==> config.mk <==
export PLATFORM = sky130hd
export DESIGN_NAME = lscf_div
export DESIGN_NICKNAME = d
export VERILOG_FILES = /design/src/hw/rtl/lscf_pkg.sv /design/src/hw/rtl/lscf_div.sv
export SDC_FILE = /design/constraint.sdc
export NUM_CORES = 1
export LEC_CHECK = 0
export ABC_AREA = 1
export BUFFER_PORTS_ARGS = -buffer_cell sky130_fd_sc_hd__buf_2
export CORE_ASPECT_RATIO = 1.75
export CORE_MARGIN = 5
export CORE_UTILIZATION = 57
export DETAILED_ROUTE_END_ITERATION = 8
export GPL_TIMING_DRIVEN = 0
export PLACE_DENSITY = 0.87
export SYNTH_ARGS = -nofsm -noshare
export SYNTH_HDL_FRONTEND = slang
export SYNTH_SLANG_ARGS = --single-unit
==> constraint.sdc <==
create_clock -name clk -period 5 [get_ports clk]
set_input_delay 0.5 -clock clk [delete_from_list [all_inputs] [get_ports clk]]
set_output_delay 0.5 -clock clk [all_outputs]
set_load 0.01 [all_outputs]
==> src/hw/rtl/lscf_pkg.sv <==
package lscf_pkg;

  // fixed-point format and set size
  localparam int FRAC     = 20;
  localparam int MAX_PTS  = 256;
  localparam int IDX_W    = $clog2(MAX_PTS);
  localparam int CNT_W    = IDX_W + 1;

  // divider geometry: dividend up to a 62-bit magnitude shifted up by FRAC
  localparam int DIV_DW   = 62 + FRAC;
  localparam int DIV_VW   = 62;
  localparam int QUOT_W   = 64;

  // normalization bound and output limits
  localparam int NORM_BITS         = 30;
  localparam logic [31:0] LIM      = 32'd1 << NORM_BITS;
  localparam logic [63:0] RSQ_MAX  = 64'h0FFF_FFFF;
  localparam logic [31:0] RAD_MAX  = 32'h00FF_FFFF;

  // fit status codes
  localparam logic [2:0] ST_OK       = 3'd0;
  localparam logic [2:0] ST_FEW      = 3'd1;
  localparam logic [2:0] ST_SINGULAR = 3'd2;
  localparam logic [2:0] ST_OVERFLOW = 3'd3;
  localparam logic [2:0] ST_SAT      = 3'd4;

  typedef struct packed {
    logic done;
    logic ovf;
  } div_stat_t;

  // round a Q2F value to QF, half up
  function automatic logic [63:0] round_q(logic [63:0] v);
    return (v >> FRAC) + 64'(v[FRAC-1]);
  endfunction

endpackage

==> src/hw/rtl/lscf_div.sv <==
module lscf_div import lscf_pkg::*; (
  input  logic              clk,
  input  logic              rst_n,
  input  logic              go,
  input  logic [DIV_DW-1:0] dividend,
  input  logic [DIV_VW-1:0] divisor,
  output logic [QUOT_W-1:0] quot,
  output logic [DIV_VW-1:0] rem,
  output div_stat_t         stat
);

  localparam int STEP_W = $clog2(DIV_DW);

  logic [DIV_DW-1:0] dvd_r;
  logic [DIV_VW-1:0] dvs_r;
  logic [DIV_VW-1:0] rem_r;
  logic [QUOT_W-1:0] quot_r;
  logic              ovf_r;
  logic              busy_r;
  logic              done_r;
  logic [STEP_W-1:0] step_r;

  logic [DIV_VW:0]   shifted;
  logic [DIV_VW:0]   diff;
  logic              ge;

  // one restoring step: bring down the next dividend bit and try a subtract
  always_comb begin
    shifted = {rem_r, dvd_r[DIV_DW-1]};
    diff    = shifted - {1'b0, dvs_r};
    ge      = shifted >= {1'b0, dvs_r};
  end

  always_ff @(posedge clk) begin
    if (!rst_n) begin
      busy_r <= 1'b0;
      done_r <= 1'b0;
      step_r <= '0;
    end else begin
      done_r <= 1'b0;
      if (go) begin
        busy_r <= 1'b1;
        step_r <= '0;
      end else if (busy_r) begin
        step_r <= step_r + STEP_W'(1);
        if (step_r == STEP_W'(DIV_DW - 1)) begin
          busy_r <= 1'b0;
          done_r <= 1'b1;
        end
      end
    end
  end

  // datapath: load on go, shift one quotient bit per cycle
  always_ff @(posedge clk) begin
    if (go) begin
      dvd_r  <= dividend;
      dvs_r  <= divisor;
      rem_r  <= '0;
      quot_r <= '0;
      ovf_r  <= 1'b0;
    end else if (busy_r) begin
      dvd_r  <= {dvd_r[DIV_DW-2:0], 1'b0};
      rem_r  <= ge ? diff[DIV_VW-1:0] : shifted[DIV_VW-1:0];
      quot_r <= {quot_r[QUOT_W-2:0], ge};
      ovf_r  <= ovf_r | quot_r[QUOT_W-1];
    end
  end

  assign quot      = quot_r;
  assign rem       = rem_r;
  assign stat.done = done_r;
  assign stat.ovf  = ovf_r;

endmodule

Word-level counts from Yosys, hierarchy flattened --
Index checks and enable logic that the tools add are counted.
Storage, ports and cells: register bits after elaboration 280, input port bits 147, output and inout bits 128
Cells by class: add/subtract/negate cells 2, $lt $le $gt $ge 1, eq/ne operators 1, mux-type cells 7, bitwise logic cells 3, reductions and logical operators 3
Operators by type and width (count):
- $mux W82 | 2
- $ge A63 B62 Y1 | 1
- $mux W62 | 1
- $sub A62 B62 Y62 | 1
- $add A7 B1 Y7 const B | 1
- $eq A7 B7 Y1 const B | 1
- $mux W1 | 4
- $reduce_or A3 Y1 | 1
- $not A1 Y1 | 2
- $reduce_bool A2 Y1 | 1
- $reduce_or A2 Y1 | 1
- $or A1 B1 Y1 | 1

Logic depth before layout (Yosys ltp) --
word-level depth 4, depth in mapped cells 19

Worst setup path before layout --
OpenSTA, ideal clock, no wires.
path type in2reg, start input port go, end register dvd_r[0] (enable), data arrival time 3079 ps, data required time 4521 ps, setup slack 1442 ps, stages 3, buffers on the path 1, cell sequence nor2_1 > inv_1 > clkbuf_1
On the way: cells in the longest elaborated chain, start to end 1
Ends and longest elaborated chain:
- start, declared | line lscf_div.sv:4 | input logic go,
- $reduce_bool A2 Y1 (no line)
- end signal, assigned | line lscf_div.sv:57 | dvd_r <= dividend;
- end signal, assigned | line lscf_div.sv:63 | dvd_r <= {dvd_r[DIV_DW-2:0], 1'b0};
- end, declared | line lscf_div.sv:14 | logic [DIV_DW-1:0] dvd_r;
Every way passes these cells. A chain may end at the register's enable or synchronous reset.

==> results by group <==
Status
  – Outcome: finished clean

Worst setup path
  – Critical Path Max Stage Delay: roughly 0.97 ns
  – Reg2reg setup slack: 1.81 ns
  – Crit path kind: reg2reg
  – Reg2Reg Depth: 6
  – CP Max Fanout: 10
  – Crit. End Element: flop
  – Worst EP required: 5.47 ns
  – Slowest CP cell: nor2_1
  – Critical Path AT: between 3 and 4 ns
  – Worst setup SP type: flop
  – Crit-path cells: clkinv_1 > nor2_1 > inv_2 > clkbuf_1 > buf_1 > o22ai_1

Clocking
  – H-tree depth: 1
  – CTS sink cnt: 280
  – Number of CTS-inserted buffers: 25
  – Cts repair resizes: 0
  – Root buffer cell: clkbuf_16
  – Post-CTS Hold Fix Bufs: 0
  – Max clock buf depth: 3
  – Postcts setup bufs: 0
  – CTS clk-pin slew, worst paths: approximately 0.07 ns
  – Clock latency on the worst-skew pair: 0.56 ns
  – CTS tree: built

Die
  – Starting Density: between 50% and 60%
  – Cell Rows: 81
  – Die X: roughly 140 um
  – Die ar.: around 0.032 mm^2
  – Die Ht: 232 um
  – Core area: 0.0279 mm^2
  – I/O pin count: 275

Route
  – Antenna-violating nets left: 0
  – DR WL/cell: 19.1 um
  – Drt via density: 5.29
  – DR iter-0 viols: 897
  – Final wirelength: roughly 57000 um
  – DR pass1 iterations: 8
  – DRC viols: 0
  – Vias: 15668

Timing
  – Final setup TNS: 0 ns
  – Final Hold Fails: 0
  – Slew @ Worst Pin: between 1 and 1.5 ns
  – Final Setup Violations: 0
  – Max Slew Vio Count: 0
  – Max Fclk: 0.313 GHz
  – Final worst-path cycle share: 63.9%
  – Final Critical Period: between 3 and 4 ns
  – RSZ-0062 raised after global routing: no
  – Slew HR: 31.2%
  – Clock Skews: between 0.015 and 0.02 ns

Power and ir drop
  – Power, Total: 0.00505 W
  – Sw frac: 25.5%
  – Internal: 0.00376 W
  – VDD IR-drop max: 0.000438 V
  – Leak: 9.65 nW
  – Clock power share: 38.4%
  – PwrDens: 269 mW/mm^2
  – Sw power: 0.00129 W
  – Flop pwr share: 51.2%
  – Comb pwr share: 10.4%

Cells and area
  – Area Overhead vs Synth: 16.7%
  – Fraction of layout cells with a size suffix above 1: 14.1%
  – Most common cell after layout, fill and taps aside: nand2_1
  – Layout Nets: around 2800
  – Most frequent cells in the layout: nand2_1, inv_1, buf_2

GRT
  – Largest net degree at the start of global routing: 77
  – Vias in the first global route: between 15000 and 20000
  – Global-route wire length before repair: 84400 um
  – Gr ovfl total: 0
  – GRT Util Overall: 35.2%
  – Antenna violations before repair: 1

Placement
  – Routability cong.: roughly 1.1
  – Dpl hpwl: 45400 um
  – PortBufs: 274

Synth
  – Synth Area per Inst: 7.08 um^2
  – Synth Net Count: 2482
  – Cells after synthesis: 2269
  – Number of synthesis warnings: 0
  – Distinct cells, synth: 42
  – Yosys reg bits: between 200 and 300
  – Sequential fraction of the synthesis area: 43.9%
  – Cell area after synthesis: 0.0161 mm^2

Min path
  – Hold path depth: 1
  – Worst min path class: in2reg

Run
  – Max_cap viols: 0
==> routing by layer <==
metal  track usage (%)  part of all wire (%)  vias up
met3              6.68                   6.7      216
met5                 0                     0        -
li1                  -                     -     7700
met2              65.9                    52      672
met1              32.5                    32     7080
met4              27.1                   9.2        0
==> critical path: cells and delay by family (launching register included) <==
kind            cells  cell delay [ns]
compound gates      1             0.21
buf+inv             4             1.51
flops               1             0.41
simple gates        1             0.97
==> layout make-up <==
type	count	area (um^2)
flip-flops and latches	280	7050
fillers	2346	9120
diodes	1	2.50
clock buffers	33	697
clock inverters	13	111
multi-input cells	1531	7250
plain buffers	58	274
repair buffers	275	1400
inverters	400	1500
well taps	373	467
==> worst paths after layout <==
check / to / start
setup / recovery: quot[61] / busy_r
setup reg to reg: quot[61] / busy_r
hold reg to reg: quot[50] / quot[49]
hold / removal: dvs_r[8] / divisor[8]
==> power by group through the flow <==
stage	logic (W)	registers (W)	clock network (W)
final	0.000527	0.00259	0.00194
after global routing	0.000583	0.00259	0.00204
after detailed placement	0.000516	0.00263	0
after global placement	0.000498	0.00264	0
after CTS	0.000522	0.00258	0.00195
after floorplan	0.000316	0.00263	0
==> metrics by stage <==
stage | hold slack [ns] | cells | setup slack [ns] | cell area (um^2) | util, %
after detailed placement | 0.479 | 2917 | 1.64 | 17900 | 64.4
after CTS | 0.0999 | 2963 | 1.89 | 18700 | 67.3
after global routing | 0.0979 | 2963 | 1.71 | 18700 | 67.3
after floorplan | 0.438 | 2269 | 1.44 | 16100 | -
after global placement | 0.457 | 2916 | -0.897 | 17900 | 64.2
final | 0.114 | 2964 | 1.81 | 18700 | 67.3
==> cells in the mapped netlist <==
library cell | number | area [um^2]
a211oi_1 | 2 | 15.0
a21boi_0 | 1 | 7.51
a21o_1 | 3 | 22.5
a21oi_1 | 75 | 375
a21oi_2 | 1 | 8.76
a31oi_1 | 2 | 12.5
and2_1 | 3 | 18.8
and3_1 | 2 | 12.5
buf_1 | 7 | 26.3
buf_2 | 3 | 15.0
buf_4 | 7 | 52.6
buf_6 | 3 | 33.8
clkbuf_1 | 38 | 143
clkinv_1 | 2 | 7.51
dfxtp_1 | 136 | 2720
edfxtp_1 | 144 | 4320
fa_1 | 1 | 20.0
ha_1 | 65 | 813
inv_1 | 383 | 1440
inv_2 | 15 | 56.3
nand2_1 | 876 | 3290
nand2_2 | 7 | 43.8
nand3_1 | 90 | 450
nand3_4 | 1 | 17.5
nand3b_1 | 4 | 30.0
nand4_1 | 11 | 68.8
nor2_1 | 179 | 672
nor2_2 | 5 | 31.3
nor2_4 | 2 | 22.5
nor3_1 | 18 | 90.1
nor3_2 | 2 | 20.0
nor3b_1 | 3 | 22.5
nor4_1 | 2 | 12.5
o211ai_1 | 8 | 60.1
o211ai_2 | 6 | 75.1
o21a_1 | 2 | 15.0
o21ai_0 | 28 | 140
o21ai_1 | 28 | 140
o21bai_1 | 11 | 82.6
o22ai_1 | 62 | 388
xnor2_1 | 27 | 236
xor2_1 | 4 | 35.0
==> state kept, by name (all words and copies together) (netlist names) <==
name and flops:
dvd_r 82, quot 64, dvs_r 62, rem 62
step_r 7, busy_r 1, done_r 1, ovf_r 1
==> cells by family (layout without fill, tap and decap cells) <==
kind of cell | Yosys count | count (layout) | synth area share (%)
buffers and inverters | 458 | 779 | 11.0
adders and majority gates | 66 | 66 | 5.19
AOI/OAI and AO/OA | 229 | 229 | 8.36
other | 0 | 1 | 0
and+or+nand+nor | 1205 | 1205 | 29.9
xor gates and xnor gates | 31 | 31 | 1.69
DFF | 280 | 280 | 43.9
(Power assumes the default switching activity.)
